===== config.mk =====
export PLATFORM = sky130hd
export DESIGN_NAME = utf8_repair_latin1_fallback_unit
export DESIGN_NICKNAME = d
export VERILOG_FILES = /design/src/hw/rtl/u8r_pkg.sv /design/src/hw/rtl/u8r_front.sv /design/src/hw/rtl/u8r_queue.sv /design/src/hw/rtl/u8r_back.sv /design/src/hw/rtl/utf8_repair_latin1_fallback_unit.sv
export SDC_FILE = /design/constraint.sdc
export NUM_CORES = 1
export LEC_CHECK = 0
export BUFFER_PORTS_ARGS = -buffer_cell sky130_fd_sc_hd__buf_4
export CAP_MARGIN = 20
export CORE_MARGIN = 10
export CORE_UTILIZATION = 43
export DETAILED_ROUTE_END_ITERATION = 8
export GPL_ROUTABILITY_DRIVEN = 0
export SLEW_MARGIN = 20
export SYNTH_ARGS = -nofsm -noshare
export SYNTH_HDL_FRONTEND = slang
export SYNTH_HIERARCHICAL = 1
export SYNTH_SLANG_ARGS = --single-unit
export TNS_END_PERCENT = 30

===== constraint.sdc =====
create_clock -name clk -period 6.6 [get_ports clk]
set_input_delay 0.66 -clock clk [delete_from_list [all_inputs] [get_ports clk]]
set_output_delay 0.66 -clock clk [all_outputs]
set_load 0.01 [all_outputs]

===== src/hw/rtl/u8r_pkg.sv =====
// types shared by the utf-8 repair block: channel payloads and the job
// descriptor handed from the front classifier to the back serializer
// no dependencies
`timescale 1ns / 1ps

package u8r_pkg;

  typedef struct packed {
    logic [7:0] in_byte;
    logic       end_of_string;
  } in_item_t;

  typedef struct packed {
    logic [7:0] out_byte;
    logic       run_last;
    logic       string_done;
  } out_item_t;

  // one accepted item that produces output: held bytes first, then the new byte
  typedef struct packed {
    logic [2:0][7:0] pend;      // held sequence bytes, oldest at index 0
    logic [1:0]      pend_cnt;  // how many held bytes are emitted
    logic            pend_lat;  // held bytes re-encoded as latin-1
    logic [7:0]      cur_byte;
    logic            cur_en;    // new byte is emitted after the held ones
    logic            cur_lat;
    logic            last;
  } job_t;

  typedef struct packed {
    logic full;
    logic empty;
  } q_stat_t;

endpackage


===== src/hw/rtl/u8r_front.sv =====
// front side: accepts input items, tracks the open utf-8 sequence and
// builds one job per item that produces output
// depends on u8r_pkg
`timescale 1ns / 1ps

module u8r_front (
  input  logic              clk,
  input  logic              rst_n,
  input  logic              cfg_wr_en,
  input  logic              cfg_wr_data,
  input  logic              in_valid,
  output logic              in_stall,
  input  u8r_pkg::in_item_t in_data,
  input  u8r_pkg::q_stat_t  q_stat,
  output logic              q_push,
  output u8r_pkg::job_t     q_job
);

  logic            repair_en_r;
  logic            in_seq_r, in_seq_nxt;
  logic [1:0]      need_r, need_nxt;
  logic [1:0]      pcnt_r, pcnt_nxt;
  logic [2:0][7:0] pend_r, pend_nxt;

  logic       accept;
  logic       has_out;
  logic [7:0] b;
  logic       last;
  logic       is_cont;
  logic       is_lead;
  logic [1:0] lead_need;
  logic [1:0] need_dec;

  assign in_stall = q_stat.full;
  assign accept   = in_valid && !q_stat.full;
  assign q_push   = accept && has_out;

  always_comb begin
    b         = in_data.in_byte;
    last      = in_data.end_of_string;
    is_cont   = (b[7:6] == 2'b10);
    is_lead   = (b[7:6] == 2'b11);
    lead_need = !b[5] ? 2'd1 : (!b[4] ? 2'd2 : 2'd3);
    need_dec  = (need_r == 2'd0) ? 2'd0 : need_r - 2'd1;

    q_job.pend     = pend_r;
    q_job.pend_cnt = 2'd0;
    q_job.pend_lat = 1'b1;
    q_job.cur_byte = b;
    q_job.cur_en   = 1'b1;
    q_job.cur_lat  = 1'b1;
    q_job.last     = last;
    has_out        = 1'b0;

    in_seq_nxt = in_seq_r;
    need_nxt   = need_r;
    pcnt_nxt   = pcnt_r;
    pend_nxt   = pend_r;

    if (!repair_en_r) begin
      q_job.pend_cnt = pcnt_r;
      q_job.pend_lat = 1'b0;
      q_job.cur_lat  = 1'b0;
      has_out        = 1'b1;
      in_seq_nxt     = 1'b0;
      need_nxt       = 2'd0;
      pcnt_nxt       = 2'd0;
    end else if (!in_seq_r) begin
      if (is_lead && !last) begin
        in_seq_nxt  = 1'b1;
        need_nxt    = lead_need;
        pcnt_nxt    = 2'd1;
        pend_nxt[0] = b;
      end else begin
        // ascii, stray continuation, or a lead flushed at end of string
        has_out = 1'b1;
      end
    end else if (is_cont) begin
      if (need_dec == 2'd0 || pcnt_r == 2'd3) begin
        // sequence complete, passes unchanged
        q_job.pend_cnt = pcnt_r;
        q_job.pend_lat = 1'b0;
        q_job.cur_lat  = 1'b0;
        has_out        = 1'b1;
        in_seq_nxt     = 1'b0;
        need_nxt       = 2'd0;
        pcnt_nxt       = 2'd0;
      end else if (last) begin
        q_job.pend_cnt = pcnt_r;
        has_out        = 1'b1;
        in_seq_nxt     = 1'b0;
        need_nxt       = 2'd0;
        pcnt_nxt       = 2'd0;
      end else begin
        pend_nxt[pcnt_r] = b;
        pcnt_nxt         = pcnt_r + 2'd1;
        need_nxt         = need_dec;
      end
    end else begin
      // broken sequence: held bytes go out as latin-1, new byte handled afresh
      q_job.pend_cnt = pcnt_r;
      has_out        = 1'b1;
      if (is_lead && !last) begin
        q_job.cur_en = 1'b0;
        in_seq_nxt   = 1'b1;
        need_nxt     = lead_need;
        pcnt_nxt     = 2'd1;
        pend_nxt[0]  = b;
      end else begin
        in_seq_nxt = 1'b0;
        need_nxt   = 2'd0;
        pcnt_nxt   = 2'd0;
      end
    end
  end

  always_ff @(posedge clk) begin
    if (!rst_n) begin
      repair_en_r <= 1'b1;
      in_seq_r    <= 1'b0;
      need_r      <= 2'd0;
      pcnt_r      <= 2'd0;
    end else begin
      if (cfg_wr_en) begin
        repair_en_r <= cfg_wr_data;
      end
      if (accept) begin
        in_seq_r <= in_seq_nxt;
        need_r   <= need_nxt;
        pcnt_r   <= pcnt_nxt;
      end
    end
  end

  always_ff @(posedge clk) begin
    if (accept) begin
      pend_r <= pend_nxt;
    end
  end

endmodule


===== src/hw/rtl/u8r_queue.sv =====
// short job queue between the front classifier and the back serializer
// depends on u8r_pkg
`timescale 1ns / 1ps

module u8r_queue #(
  parameter int DEPTH = 2
) (
  input  logic             clk,
  input  logic             rst_n,
  input  logic             push,
  input  u8r_pkg::job_t    push_job,
  input  logic             pop,
  output u8r_pkg::job_t    head_job,
  output u8r_pkg::q_stat_t stat
);

  localparam int PTR_W = (DEPTH > 1) ? $clog2(DEPTH) : 1;
  localparam int CNT_W = $clog2(DEPTH + 1);
  localparam logic [PTR_W-1:0] LAST_PTR = PTR_W'(DEPTH - 1);
  localparam logic [PTR_W-1:0] PTR_ONE  = PTR_W'(1);
  localparam logic [CNT_W-1:0] FULL_CNT = CNT_W'(DEPTH);
  localparam logic [CNT_W-1:0] CNT_ONE  = CNT_W'(1);

  u8r_pkg::job_t mem_r [DEPTH];
  logic [PTR_W-1:0] wr_ptr_r;
  logic [PTR_W-1:0] rd_ptr_r;
  logic [CNT_W-1:0] cnt_r;

  assign head_job   = mem_r[rd_ptr_r];
  assign stat.full  = (cnt_r == FULL_CNT);
  assign stat.empty = (cnt_r == '0);

  always_ff @(posedge clk) begin
    if (!rst_n) begin
      wr_ptr_r <= '0;
      rd_ptr_r <= '0;
      cnt_r    <= '0;
    end else begin
      if (push) begin
        wr_ptr_r <= (wr_ptr_r == LAST_PTR) ? '0 : wr_ptr_r + PTR_ONE;
      end
      if (pop) begin
        rd_ptr_r <= (rd_ptr_r == LAST_PTR) ? '0 : rd_ptr_r + PTR_ONE;
      end
      if (push && !pop) begin
        cnt_r <= cnt_r + CNT_ONE;
      end else if (pop && !push) begin
        cnt_r <= cnt_r - CNT_ONE;
      end
    end
  end

  always_ff @(posedge clk) begin
    if (push) begin
      mem_r[wr_ptr_r] <= push_job;
    end
  end

endmodule


===== src/hw/rtl/u8r_back.sv =====
// back side: walks the head job one output byte per cycle unless stalled,
// expanding latin-1 bytes into two-byte utf-8, into the output register
// depends on u8r_pkg
`timescale 1ns / 1ps

module u8r_back (
  input  logic               clk,
  input  logic               rst_n,
  input  u8r_pkg::job_t      job,
  input  u8r_pkg::q_stat_t   q_stat,
  output logic               q_pop,
  output logic               out_valid,
  input  logic               out_stall,
  output u8r_pkg::out_item_t out_data
);

  logic [1:0] pos_r;
  logic       half_r;
  logic       out_valid_r;
  u8r_pkg::out_item_t out_data_r;

  logic       load;
  logic       at_cur;
  logic [7:0] src;
  logic       lat;
  logic       two;
  logic       src_done;
  logic [1:0] last_pos;
  logic       final_byte;
  logic [7:0] obyte;

  assign load = !q_stat.empty && (!out_valid_r || !out_stall);

  always_comb begin
    at_cur = (pos_r == job.pend_cnt);
    case (pos_r)
      2'd0:    src = job.pend[0];
      2'd1:    src = job.pend[1];
      2'd2:    src = job.pend[2];
      default: src = job.cur_byte;
    endcase
    if (at_cur) begin
      src = job.cur_byte;
    end
    lat      = at_cur ? job.cur_lat : job.pend_lat;
    two      = lat && src[7];
    src_done = !two || half_r;
    // a job without the new byte always holds at least one byte
    last_pos = job.cur_en ? job.pend_cnt : job.pend_cnt - 2'd1;
    final_byte = src_done && (pos_r == last_pos);
    if (!two) begin
      obyte = src;
    end else if (!half_r) begin
      obyte = {6'b110000, src[7:6]};
    end else begin
      obyte = {2'b10, src[5:0]};
    end
  end

  assign q_pop     = load && final_byte;
  assign out_valid = out_valid_r;
  assign out_data  = out_data_r;

  always_ff @(posedge clk) begin
    if (!rst_n) begin
      pos_r       <= 2'd0;
      half_r      <= 1'b0;
      out_valid_r <= 1'b0;
    end else begin
      if (load) begin
        out_valid_r <= 1'b1;
        if (final_byte) begin
          pos_r  <= 2'd0;
          half_r <= 1'b0;
        end else if (src_done) begin
          pos_r  <= pos_r + 2'd1;
          half_r <= 1'b0;
        end else begin
          half_r <= 1'b1;
        end
      end else if (!out_stall) begin
        out_valid_r <= 1'b0;
      end
    end
  end

  always_ff @(posedge clk) begin
    if (load) begin
      out_data_r.out_byte    <= obyte;
      out_data_r.run_last    <= final_byte;
      out_data_r.string_done <= final_byte && job.last;
    end
  end

endmodule


===== src/hw/rtl/utf8_repair_latin1_fallback_unit.sv =====
// utf-8 repair with latin-1 fallback: input byte channel, output byte channel
// depends on u8r_pkg, u8r_front, u8r_queue, u8r_back
`timescale 1ns / 1ps

// usage:
//   in_valid/in_stall/in_data carry one raw byte per item plus the
//   end_of_string mark. out_valid/out_stall/out_data carry one repaired
//   byte per item; run_last marks the last byte caused by an input item and
//   string_done the last byte of a whole string.
//   cfg_wr_en/cfg_wr_data write repair_enable (reset value 1) while idle.
//   with the queue and output register free, the first output byte of an
//   item is registered in the job queue and then in the output register.
//   throughput: one input item per cycle while each item yields at most one
//   byte and out_stall is low; an item yielding n bytes (up to 8) holds the
//   back serializer, which emits one byte per cycle while out_stall is low.
//   Lead and mid-sequence bytes yield nothing and push no job to the back.
//   the job queue (QUEUE_DEPTH items) lets the front keep accepting while
//   the serializer expands a repair; in_stall rises only when it is full.
//   when out_stall is high the output byte holds and the serializer waits.
//   reset (rst_n low, synchronous) empties the queue and output register,
//   closes any open sequence and sets repair_enable to 1.
module utf8_repair_latin1_fallback_unit #(
  parameter int QUEUE_DEPTH = 2
) (
  input  logic               clk,
  input  logic               rst_n,
  input  logic               cfg_wr_en,
  input  logic               cfg_wr_data,
  input  logic               in_valid,
  output logic               in_stall,
  input  u8r_pkg::in_item_t  in_data,
  output logic               out_valid,
  input  logic               out_stall,
  output u8r_pkg::out_item_t out_data
);

  u8r_pkg::job_t    push_job;
  u8r_pkg::job_t    head_job;
  u8r_pkg::q_stat_t q_stat;
  logic             q_push;
  logic             q_pop;

  u8r_front u_front (
    .clk         (clk),
    .rst_n       (rst_n),
    .cfg_wr_en   (cfg_wr_en),
    .cfg_wr_data (cfg_wr_data),
    .in_valid    (in_valid),
    .in_stall    (in_stall),
    .in_data     (in_data),
    .q_stat      (q_stat),
    .q_push      (q_push),
    .q_job       (push_job)
  );

  u8r_queue #(
    .DEPTH (QUEUE_DEPTH)
  ) u_queue (
    .clk      (clk),
    .rst_n    (rst_n),
    .push     (q_push),
    .push_job (push_job),
    .pop      (q_pop),
    .head_job (head_job),
    .stat     (q_stat)
  );

  u8r_back u_back (
    .clk       (clk),
    .rst_n     (rst_n),
    .job       (head_job),
    .q_stat    (q_stat),
    .q_pop     (q_pop),
    .out_valid (out_valid),
    .out_stall (out_stall),
    .out_data  (out_data)
  );

`ifndef SYNTHESIS
  a_done_is_last: assert property (@(posedge clk) disable iff (!rst_n)
    (out_valid && out_data.string_done) |-> out_data.run_last)
    else $error("string_done without run_last");

  a_queue_flags: assert property (@(posedge clk) disable iff (!rst_n)
    !(q_stat.full && q_stat.empty))
    else $error("queue full and empty at once");

  a_no_push_full: assert property (@(posedge clk) disable iff (!rst_n)
    q_push |-> !q_stat.full)
    else $error("job pushed into full queue");

  a_no_pop_empty: assert property (@(posedge clk) disable iff (!rst_n)
    q_pop |-> !q_stat.empty)
    else $error("job popped from empty queue");
`endif

endmodule

==> results of run 1 <==
==> synthesized netlist by cell type (2+ instances only) <==
| cell | number |
|---|---|
| sky130_fd_sc_hd__a211oi_1 | 5 |
| sky130_fd_sc_hd__a21boi_0 | 2 |
| sky130_fd_sc_hd__a21oi_1 | 14 |
| sky130_fd_sc_hd__a21oi_2 | 3 |
| sky130_fd_sc_hd__a222oi_1 | 8 |
| sky130_fd_sc_hd__and2_1 | 4 |
| sky130_fd_sc_hd__and3_1 | 5 |
| sky130_fd_sc_hd__and3b_1 | 3 |
| sky130_fd_sc_hd__buf_2 | 7 |
| sky130_fd_sc_hd__buf_4 | 13 |
| sky130_fd_sc_hd__buf_6 | 4 |
| sky130_fd_sc_hd__dfxtp_1 | 15 |
| sky130_fd_sc_hd__edfxtp_1 | 110 |
| sky130_fd_sc_hd__ha_1 | 9 |
| sky130_fd_sc_hd__inv_1 | 7 |
| sky130_fd_sc_hd__mux2_2 | 38 |
| sky130_fd_sc_hd__mux2i_1 | 7 |
| sky130_fd_sc_hd__nand2_1 | 13 |
| sky130_fd_sc_hd__nand2b_1 | 2 |
| sky130_fd_sc_hd__nand3_1 | 8 |
| sky130_fd_sc_hd__nand3b_1 | 3 |
| sky130_fd_sc_hd__nor2_1 | 12 |
| sky130_fd_sc_hd__nor2b_1 | 6 |
| sky130_fd_sc_hd__nor3_1 | 2 |
| sky130_fd_sc_hd__nor3b_1 | 3 |
| sky130_fd_sc_hd__o211ai_1 | 2 |
| sky130_fd_sc_hd__o21a_1 | 2 |
| sky130_fd_sc_hd__o21ai_0 | 8 |
| sky130_fd_sc_hd__o22ai_1 | 3 |
| sky130_fd_sc_hd__xnor2_1 | 2 |
| sky130_fd_sc_hd__xor2_1 | 5 |
==> final timing paths <==
| check | start | end | slack, ns | cells past startpoint |
|---|---|---|---|---|
| worst max register to register | register | u_queue/cnt_r[1] | 3.21 | 10 |
| worst min-delay path | u_front/q_job[32] | u_queue/mem_r[1][32] | 0.45 | 0 |
| worst min register to register | u_front/q_job[32] | u_queue/mem_r[1][32] | 0.45 | 0 |
| worst max-delay path | register | u_queue/cnt_r[1] | 3.21 | 10 |
==> state kept, by name, summed over array words and instances, names as in the netlist, named ones only <==
name and count:
u_front/repair_en_r 1, u_queue/wr_ptr_r 1, u_back/out_valid 1, u_back/out_data 10
u_front/in_seq_r 1, u_queue/cnt_r 2, u_queue/mem_r 76, u_front/pcnt_r 2
u_front/need_r 2, u_front/q_job 24, u_queue/rd_ptr_r 1, u_back/pos_r 2
u_back/half_r 1
==> worst max-delay path: stages, from the launching register on <==
cell,delay [ns]
sky130_fd_sc_hd__dfxtp_1,0.30
sky130_fd_sc_hd__buf_4,0.43
sky130_fd_sc_hd__mux2_2,0.40
sky130_fd_sc_hd__a222oi_1,0.48
sky130_fd_sc_hd__a211oi_2,0.20
sky130_fd_sc_hd__o2bb2ai_2,0.26
sky130_fd_sc_hd__nor3b_1,0.34
sky130_fd_sc_hd__inv_1,0.08
sky130_fd_sc_hd__ha_1,0.32
sky130_fd_sc_hd__or3_1,0.35
sky130_fd_sc_hd__a21boi_1,0.15
==> cell families after synthesis <==
family,count (synthesis)
buffers and inverters,32
AND/OR/NAND/NOR,70
XOR/XNOR,8
multiplexers,45
AO/OA/AOI/OAI,61
flip-flops,125
adder cells (fa/ha/maj),9
==> per-layer routing <==
layer  vias up  GRT usage  share of wire
li1       1389          -              -
met1      1400      0.154           0.45
met2        74      0.185           0.48
met3        16     0.0427          0.051
met4         0     0.0426          0.014
met5         -          0              0
==> power by group through the flow <==
stage | clock network (mW) | registers, mW | logic [mW]
floorplan | 0 | 1.09 | 0.459
global placement | 0 | 1.08 | 0.638
detailed placement | 0 | 1.08 | 0.647
CTS | 1.00 | 1.07 | 0.653
global route | 1.04 | 1.08 | 0.702
finish | 0.980 | 1.07 | 0.641
==> per-stage QoR <==
step	cells	utilization	hold WS (ns)
4_1_cts	555	0.515	0.444
2_1_floorplan	350	-	0.421
3_3_place_gp	523	0.463	0.422
3_5_place_dp	523	0.463	0.431
6_report	555	0.515	0.446
5_1_grt	555	0.515	0.452
==> cell usage in the layout, fill, tap and decap left out, types with 3 or more instances in the layout <==
cell                        netlist  final
sky130_fd_sc_hd__nor2b_1          6      5
sky130_fd_sc_hd__and2_1           4      4
sky130_fd_sc_hd__a21oi_2          3      3
sky130_fd_sc_hd__edfxtp_1       110    110
sky130_fd_sc_hd__o22ai_1          3      3
sky130_fd_sc_hd__clkinv_1         0      3
sky130_fd_sc_hd__buf_4           13     30
sky130_fd_sc_hd__clkbuf_16        0     17
sky130_fd_sc_hd__dfxtp_1         15     15
sky130_fd_sc_hd__nor2_1          12     12
sky130_fd_sc_hd__a222oi_1         8      8
sky130_fd_sc_hd__nand3b_1         3      3
sky130_fd_sc_hd__bufinv_16        0      5
sky130_fd_sc_hd__a211oi_1         5      5
sky130_fd_sc_hd__and3b_1          3      3
sky130_fd_sc_hd__mux2_2          38     38
sky130_fd_sc_hd__a21oi_1         14     14
sky130_fd_sc_hd__inv_1            7      7
sky130_fd_sc_hd__nand2_1         13     13
sky130_fd_sc_hd__and3_1           5      5
sky130_fd_sc_hd__mux2i_1          7      7
sky130_fd_sc_hd__xor2_1           5      5
sky130_fd_sc_hd__ha_1             9      9
sky130_fd_sc_hd__o21ai_0          8      8
sky130_fd_sc_hd__clkinv_2         0      4
sky130_fd_sc_hd__nand3_1          8      8
sky130_fd_sc_hd__nor3b_1          3      3
==> layout make-up <==
cell class / instances / area (sq um)
well taps: 168 / 210
multi-input cells: 193 / 1540
clock buffers: 18 / 429
flip-flops and latches: 125 / 3600
fillers: 1059 / 5880
inverters: 7 / 26.3
clock inverters: 14 / 198
repair buffers: 30 / 225
==> metrics list, run 1 <==
- RSZ-0062 raised after global routing: no
* Initial antenna violation count: 0
- Biggest area contributors in the synthesized netlist: sky130_fd_sc_hd__edfxtp_1 62%, sky130_fd_sc_hd__mux2_2 8.0%, sky130_fd_sc_hd__dfxtp_1 5.6%
- Overflow left after global routing: 0
* Sinks on Clock Net: 125
* Max_slew headroom: 0.477
- Max-capacitance violation count: 0
- Crit path arrival time: 3.73 ns
- DIE AREA: 0.0173 sq mm
- Worst clock skew on the final layout: 0.00608 ns
- Predominant post-synthesis flop cell: sky130_fd_sc_hd__edfxtp_1
* PD cells: 431 mW/mm^2
* Total power after layout: 2.69 mW
- After synthesis, the largest family of logic cells by area is multiplexers.
* Post-placement cell area: 0.00561 sq mm
- Drt via density: 5.19
- Insertion delay of the later-clocked pin in the worst-skew pair: 0.41 ns
- Across the VDD grid, the largest voltage drop is 149 uV.
- TritonCTS created 17 clock buffers.
- Async set-reset flop share out of synthesis: 0
- Before CTS, the worst setup slack after placement is 3.18 ns.
- Number of instances in the synthesized netlist: 350
- The smallest clock period supported by the final layout is computed as 3.39 ns.
* Sw Pwr: 0.726 mW
- After detailed routing, the number of remaining DRC violations is 0.
- Worst hold path class: register to register
- Fmax: 0.295 GHz
- Hold repair after CTS inserted 0 buffers.
* Total Routing Usage GR: 0.121
- The synthesized design spends more area on one cell type than any other, namely sky130_fd_sc_hd__edfxtp_1.
* Number of nets with antenna violations after detailed routing: 0
* Summed area of non-filler cells in the final layout: 0.00623 sq mm
- Final hold violations: 0
- Post-synthesis share of cell area spent on full adders, half adders and majority gates: 0.0211
- The netlist uses 56 different library cells.
- DRT Pass-1 Iters: 7
- Startpoint-to-endpoint class of the critical path: register to register
- After synthesis, the share of cell area in mux cells is 0.0932.
- In this run the core area contains 40 standard-cell rows.
- CTS tree: yes
* Final worst-path cycle share: 0.514
- Dpl hpwl: 6.44 mm
* Synth Cell Area: 0.00534 sq mm
- Of the total power, the share spent switching nets is 0.270.
* Critical path capture point type: register
* Number of top-level design ports: 27
* Floorplan die width: 131 um
- Simple-gate portion of the synthesized area: 0.0740
- Setup slack closes at 3.21 ns.
- Number of H-tree branching levels: 4
* Wire length of the first global-routing pass: 16.3 mm
- Portion of total power attributed to sequential cells: 0.397
- Diodes inserted: 0
- Per-cell routed wire length: 18.2 um
* Routed vias: 2879
* Flop and latch count out of synthesis: 125
- Pint: 1.96 mW
- The initial utilization of the core area, before any placement, comes to 0.441.
- Slew at the pin with the worst max-slew slack: 0.778 ns
- Final setup TNS: 0 ns
- Outcome: completed
- The final layout contains routed wiring with a total length of 10.1 mm.
- For this run, the register share of the synthesized area comes to 0.674.
* Proportion of netlist area held by the largest area contributor: 0.618
- Entering global routing, the biggest net connects 39 pins.
* Clock network power share: 0.365
- Vias in the first global route: 2933
- Net count reported at finish: 398
* Avg Inst Size Synth: 15.3 sq um
- Counting along the longest clock path gives a buffer depth of 2.
- The tree is rooted in a sky130_fd_sc_hd__clkbuf_16.
* Max-slew violation count: 0
- The detailed router finished its first iteration with 237 violations.
* Area grow syn2layout: 16.6%
- The core region is 0.0121 sq mm.
- Die Y-Extent: 131 um
* Share of cells above drive strength 1: 0.287
* Type of element launching the critical path: register
* Synthesized-area fraction occupied by ao, oa, aoi and oai cells: 0.0841
- Clk slew on worst S/H paths: 0.05 ns
* Area share of xor/xnor cells in the synthesized design: 0.0145
* Worst path required time: 6.94 ns
* Maximum fanout along the worst path: 38
- Setup violations remaining at the end of the flow were counted as 0.
- Buffers on Ports: 26
- Summed over all cells, the static leakage comes to 2.16 nW.
- Of the total power, combinational logic draws 0.238.
* Post-CTS setup buffer count: 0
* Post_cts resized: 0
- Yosys warns: 6
- Number of synthesized flops with an enable pin: 110
- Net count after synthesis: 374
(Power assumes the default switching activity.)
==> run 2: changes to the inputs <==
Settings changed: ABC_AREA set to 1.
Clock period 6.6 ns to 3.26 ns, I/O delays scaled along.
==> run 2 against run 1 <==
  * Clock power is 85% higher
  * Global-route usage down 0.26 points
  * Sequential share of layout area decreased by 1.8 points
  * Synthesized cell count grew 25%
  * Total power up 120%
  * Combinational power rose to 2.8 times the previous value
  * Die area grew 3.3%
  * Worst hold slack lost 0.34 ns
  * Sequential power grew 110%
  * Clock skew grew 0.0012 ns
==> metrics list, run 2 <==
- The number of nets in the final layout was 493 (was 398).
- The most common library cell in the layout ignoring fill and taps is sky130_fd_sc_hd__edfxtp_1 (unchanged).
- Max-capacitance violation count: 0 (unchanged)
- The placed cell count is 622 (was 523).
* Wire length of the first global-routing pass: 16.5 mm (was 16.3 mm)
* Max_slew headroom: 0.372 (was 0.477)
- RSZ-0062 raised after global routing: no (unchanged)
- The type of element launching the critical path is a register (unchanged).
- The kind of cell adding the most delay to the critical path is simple AND/OR/NAND/NOR gates (was compound AO/OA/AOI/OAI gates).
* Final setup TNS: 0 ns (unchanged)
- The leading area contributor after synthesis is sky130_fd_sc_hd__edfxtp_1 (unchanged).
- Outcome: completed (unchanged)
- DIE AREA: 0.0179 sq mm (was 0.0173 sq mm)
* Cell types with the highest counts after synthesis: 110 x sky130_fd_sc_hd__edfxtp_1, 78 x sky130_fd_sc_hd__nand2_1, 48 x sky130_fd_sc_hd__inv_1 (was 110 x sky130_fd_sc_hd__edfxtp_1, 38 x sky130_fd_sc_hd__mux2_2, 15 x sky130_fd_sc_hd__dfxtp_1)
- Cell seen most often among critical-path stages: sky130_fd_sc_hd__inv_1
- Sequential cell area fraction in the yosys report: 0.649 (was 0.674)
- Predominant post-synthesis flop cell: sky130_fd_sc_hd__edfxtp_1 (unchanged)
- Final setup violating endpoints: 0 (unchanged)
* Diodes inserted: 0 (unchanged)
* Slew at the pin with the worst max-slew slack: 0.938 ns (was 0.778 ns)
- The max-slew violation count is 0 (unchanged).
- Drt via density: 4.72 (was 5.19)
- The synthesized instance count was 438 (was 350).
- The DRC violation count after routing came to 0 (unchanged).
- The number of endpoints with negative hold slack in the final report is 0 (unchanged).
- Summed area of non-filler cells in the final layout: 0.00643 sq mm (was 0.00623 sq mm)
- Stage delay of the slowest cell on the critical path: 0.53 ns (was 0.48 ns)
- Post_cts resized: 0 (unchanged)
- Post-placement cell area: 0.00586 sq mm (was 0.00561 sq mm)
- Biggest area contributors in the synthesized netlist: sky130_fd_sc_hd__edfxtp_1 59%, sky130_fd_sc_hd__dfxtp_1 5.4%, sky130_fd_sc_hd__mux2_4 5.4% (was sky130_fd_sc_hd__edfxtp_1 62%, sky130_fd_sc_hd__mux2_2 8.0%, sky130_fd_sc_hd__dfxtp_1 5.6%)
- DRT Pass-1 Iters: 4 (was 7)
- The flip-flop count of the largest register after layout came to 76 (unchanged).
- The fraction of post-synthesis cell area in the top cell type by area was 0.595 (was 0.618).
- Post-CTS setup buffer count: 0 (unchanged)
- Hold Worst Slack: 0.105 ns (was 0.446 ns)
- The total number of clock tree sinks was 125 (unchanged).
- Number of synthesized flops with an enable pin: 110 (unchanged)
* CTS Buf Count: 17 (unchanged)
- Buffers on Ports: 26 (unchanged)
* Overflow left after global routing: 0 (unchanged)
- Vias in the first global route: 3191 (was 2933)
* Pin count of the biggest net entering global routing: 39 (unchanged)
* CP Cell Sequence: mux2_4 > inv_1 > nand2_2 > nand2_2 > nand2_4 > nand2_1 > nand2_1 > nand3_4 > nand2_2 > nor2_1 > inv_1 > ha_1 > inv_1 > nand3_1 > nand2_1 > inv_1 > nor2_1 (was buf_4 > mux2_2 > a222oi_1 > a211oi_2 > o2bb2ai_2 > nor3b_1 > inv_1 > ha_1 > or3_1 > a21boi_1)
* Die Y-Extent: 134 um (was 131 um)
- The total power divided by cell area came to 905 mW/mm^2 (was 431 mW/mm^2).
- The arrival time at the worst endpoint is 2.95 ns (was 3.73 ns).
- Yosys warns: 6 (unchanged)
- The clock slew at the register clock pins of the worst setup and hold paths is 0.06 ns (was 0.05 ns).
- The minimum clock period after layout came to 2.61 ns (was 3.39 ns).
- The number of I/O pins was 27 (unchanged).
- Placement row count: 41 (was 40)
* Initial detailed-routing violation count: 192 (was 237)
- Net count after synthesis: 462 (was 374)
* Register ranked first by flip-flop count: u_queue/mem_r (unchanged)
- The number of H-tree branching levels was 4 (unchanged).
- Worst hold path class: input pin to register (was register to register)
- Placeable core region: 0.0126 sq mm (was 0.0121 sq mm)
- The layout-stage area growth over the synthesis result came to 15.8% (was 16.6%).
- The kind of end point of the critical path was a register (unchanged).
- The share of post-route cells with drive strength above 1 came to 0.297 (was 0.287).
* Buffer and inverter count on the worst path: 4 (was 2)
- The final wirelength was 9.98 mm (was 10.1 mm).
* Worst path required time: 3.60 ns (was 6.94 ns)
- Per-cell routed wire length: 15.3 um (was 18.2 um)
- The most frequently used cell type in the post-synthesis netlist was sky130_fd_sc_hd__edfxtp_1 (unchanged).
- Worst clock skew on the final layout: 0.00723 ns (was 0.00608 ns)
* Routed vias: 3087 (was 2879)
* Clk buf depth: 2 (unchanged)
* Maximum ir drop on the vdd rail: 313 uV (was 149 uV)
- The effective utilization at floorplan came to 0.440 (was 0.441).
- Leading cell types in the layout, fill and taps excluded: 110 x sky130_fd_sc_hd__edfxtp_1, 78 x sky130_fd_sc_hd__nand2_1, 48 x sky130_fd_sc_hd__inv_1, 33 x sky130_fd_sc_hd__buf_4, 29 x sky130_fd_sc_hd__nor2_1 (was 110 x sky130_fd_sc_hd__edfxtp_1, 38 x sky130_fd_sc_hd__mux2_2, 30 x sky130_fd_sc_hd__buf_4, 17 x sky130_fd_sc_hd__clkbuf_16, 15 x sky130_fd_sc_hd__dfxtp_1).
* Flop and latch count out of synthesis: 125 (unchanged)
- Clk Tree Root Cell: sky130_fd_sc_hd__clkbuf_16 (unchanged)
- The maximum operating frequency came to 0.383 GHz (was 0.295 GHz).
- Final worst-path cycle share: 0.801 (was 0.514)
* Initial antenna violation count: 0 (unchanged)
- The final standard cell count with taps included and fillers excluded is 654 (was 555).
* Avg Inst Size Synth: 12.7 sq um (was 15.3 sq um)
- Floorplan die width: 134 um (was 131 um)
- The number of fill cells in the layout is 1129 (was 1059).
* Number of distinct standard cells referenced by the synthesized netlist: 34 (was 56)
- The start-to-end type of the worst setup path is register to register (unchanged).
* Dpl hpwl: 6.93 mm (was 6.44 mm)
- The post-synth design cell area was 0.00555 sq mm (was 0.00534 sq mm).
- The total of hold buffers inserted after clock tree synthesis came to 0 (unchanged).
* Insertion delay of the later-clocked pin in the worst-skew pair: 0.41 ns (about the same)
- The async set-reset flop share out of synthesis was 0 (unchanged).
- The leakage power was 2.50 nW (was 2.16 nW).
* Total Routing Usage GR: 0.118 (was 0.121)
* CTS tree: yes (unchanged)
* Number of nets with antenna violations after detailed routing: 0 (unchanged)
- CP max-delay cell: sky130_fd_sc_hd__dfxtp_2 (was sky130_fd_sc_hd__a222oi_1)
* Maximum fanout along the worst path: 13 (was 38)
## run 2: cell types whose count changed after synthesis, sizes merged, moves of 5 or more
cell,delta
a222oi,-8
a31oi,+6
mux2i,-7
nand2,+76
and3,-5
nor2,+22
inv,+51
nand3,+10
nor2b,-6
o21ai,+8
## run 2: logic make-up after synthesis
family | Yosys count | share of synthesized area
XOR/XNOR | 1 | 0.00158
multiplexers | 38 | 0.0906
AO/OA/AOI/OAI | 40 | 0.0446
buffers and inverters | 79 | 0.0698
flip-flops | 125 | 0.649
AND/OR/NAND/NOR | 146 | 0.124
adder cells (fa/ha/maj) | 9 | 0.0203
## run 2: metal layers
layer,vias to the layer above,part of all wire,track usage
li1,1544,-,-
met2,43,0.47,0.178
met3,11,0.040,0.0376
met5,-,0,0
met1,1489,0.48,0.151
met4,0,0.015,0.0538
## run 2: area by class of cell
cell class                 count  area [sq um]  share of cell area
clock buffer                  17           425              0.0661
clock inverter                15           153              0.0237
sequential                   125          3600               0.560
timing repair buffer          33           248              0.0385
multi-input combinational    234          1570               0.244
tap                          172           215              0.0334
inverter                      58           218              0.0338
## run 2: path summary, 6_finish.rpt
| kind | startpoint | endpoint | slack [ns] | depth (start not counted) |
|---|---|---|---|---|
| worst max-delay path | register | u_queue/cnt_r[1] | 0.65 | 17 |
| worst min register to register | u_front/q_job[23] | u_queue/mem_r[1][23] | 0.44 | 0 |
| worst min-delay path | cfg_wr_en | u_front/repair_en_r | 0.11 | 2 |
| worst max register to register | register | u_queue/cnt_r[1] | 0.65 | 17 |
## run 2: per-stage QoR
step | setup slack [ns] | power (mW) | utilization
final | 0.649 | 5.82 | 0.510
after global routing | 0.390 | 6.19 | 0.510
after CTS | 0.635 | 5.90 | 0.510
after detailed placement | 0.660 | 4.08 | 0.464
after global placement | 0.771 | 4.04 | 0.464
after floorplan | 0.187 | 3.64 | -
## run 2: where the power goes
group | internal (mW) | switching [mW] | total (mW) | leakage [nW]
Clock | 1.07 | 0.737 | 1.81 | 0.271
Combinational | 0.724 | 1.05 | 1.78 | 1.09
Sequential | 2.11 | 0.131 | 2.24 | 1.14
## run 2: worst reg2reg max path: stages, from the launching register on
cell and delay [ns]:
sky130_fd_sc_hd__dfxtp_2 0.53, sky130_fd_sc_hd__mux2_4 0.36, sky130_fd_sc_hd__inv_1 0.08, sky130_fd_sc_hd__nand2_2 0.06, sky130_fd_sc_hd__nand2_2 0.10, sky130_fd_sc_hd__nand2_4 0.07, sky130_fd_sc_hd__nand2_1 0.06, sky130_fd_sc_hd__nand2_1 0.09
sky130_fd_sc_hd__nand3_4 0.22, sky130_fd_sc_hd__nand2_2 0.09, sky130_fd_sc_hd__nor2_1 0.18, sky130_fd_sc_hd__inv_1 0.07, sky130_fd_sc_hd__ha_1 0.30, sky130_fd_sc_hd__inv_1 0.08, sky130_fd_sc_hd__nand3_1 0.07, sky130_fd_sc_hd__nand2_1 0.06
sky130_fd_sc_hd__inv_1 0.03, sky130_fd_sc_hd__nor2_1 0.10
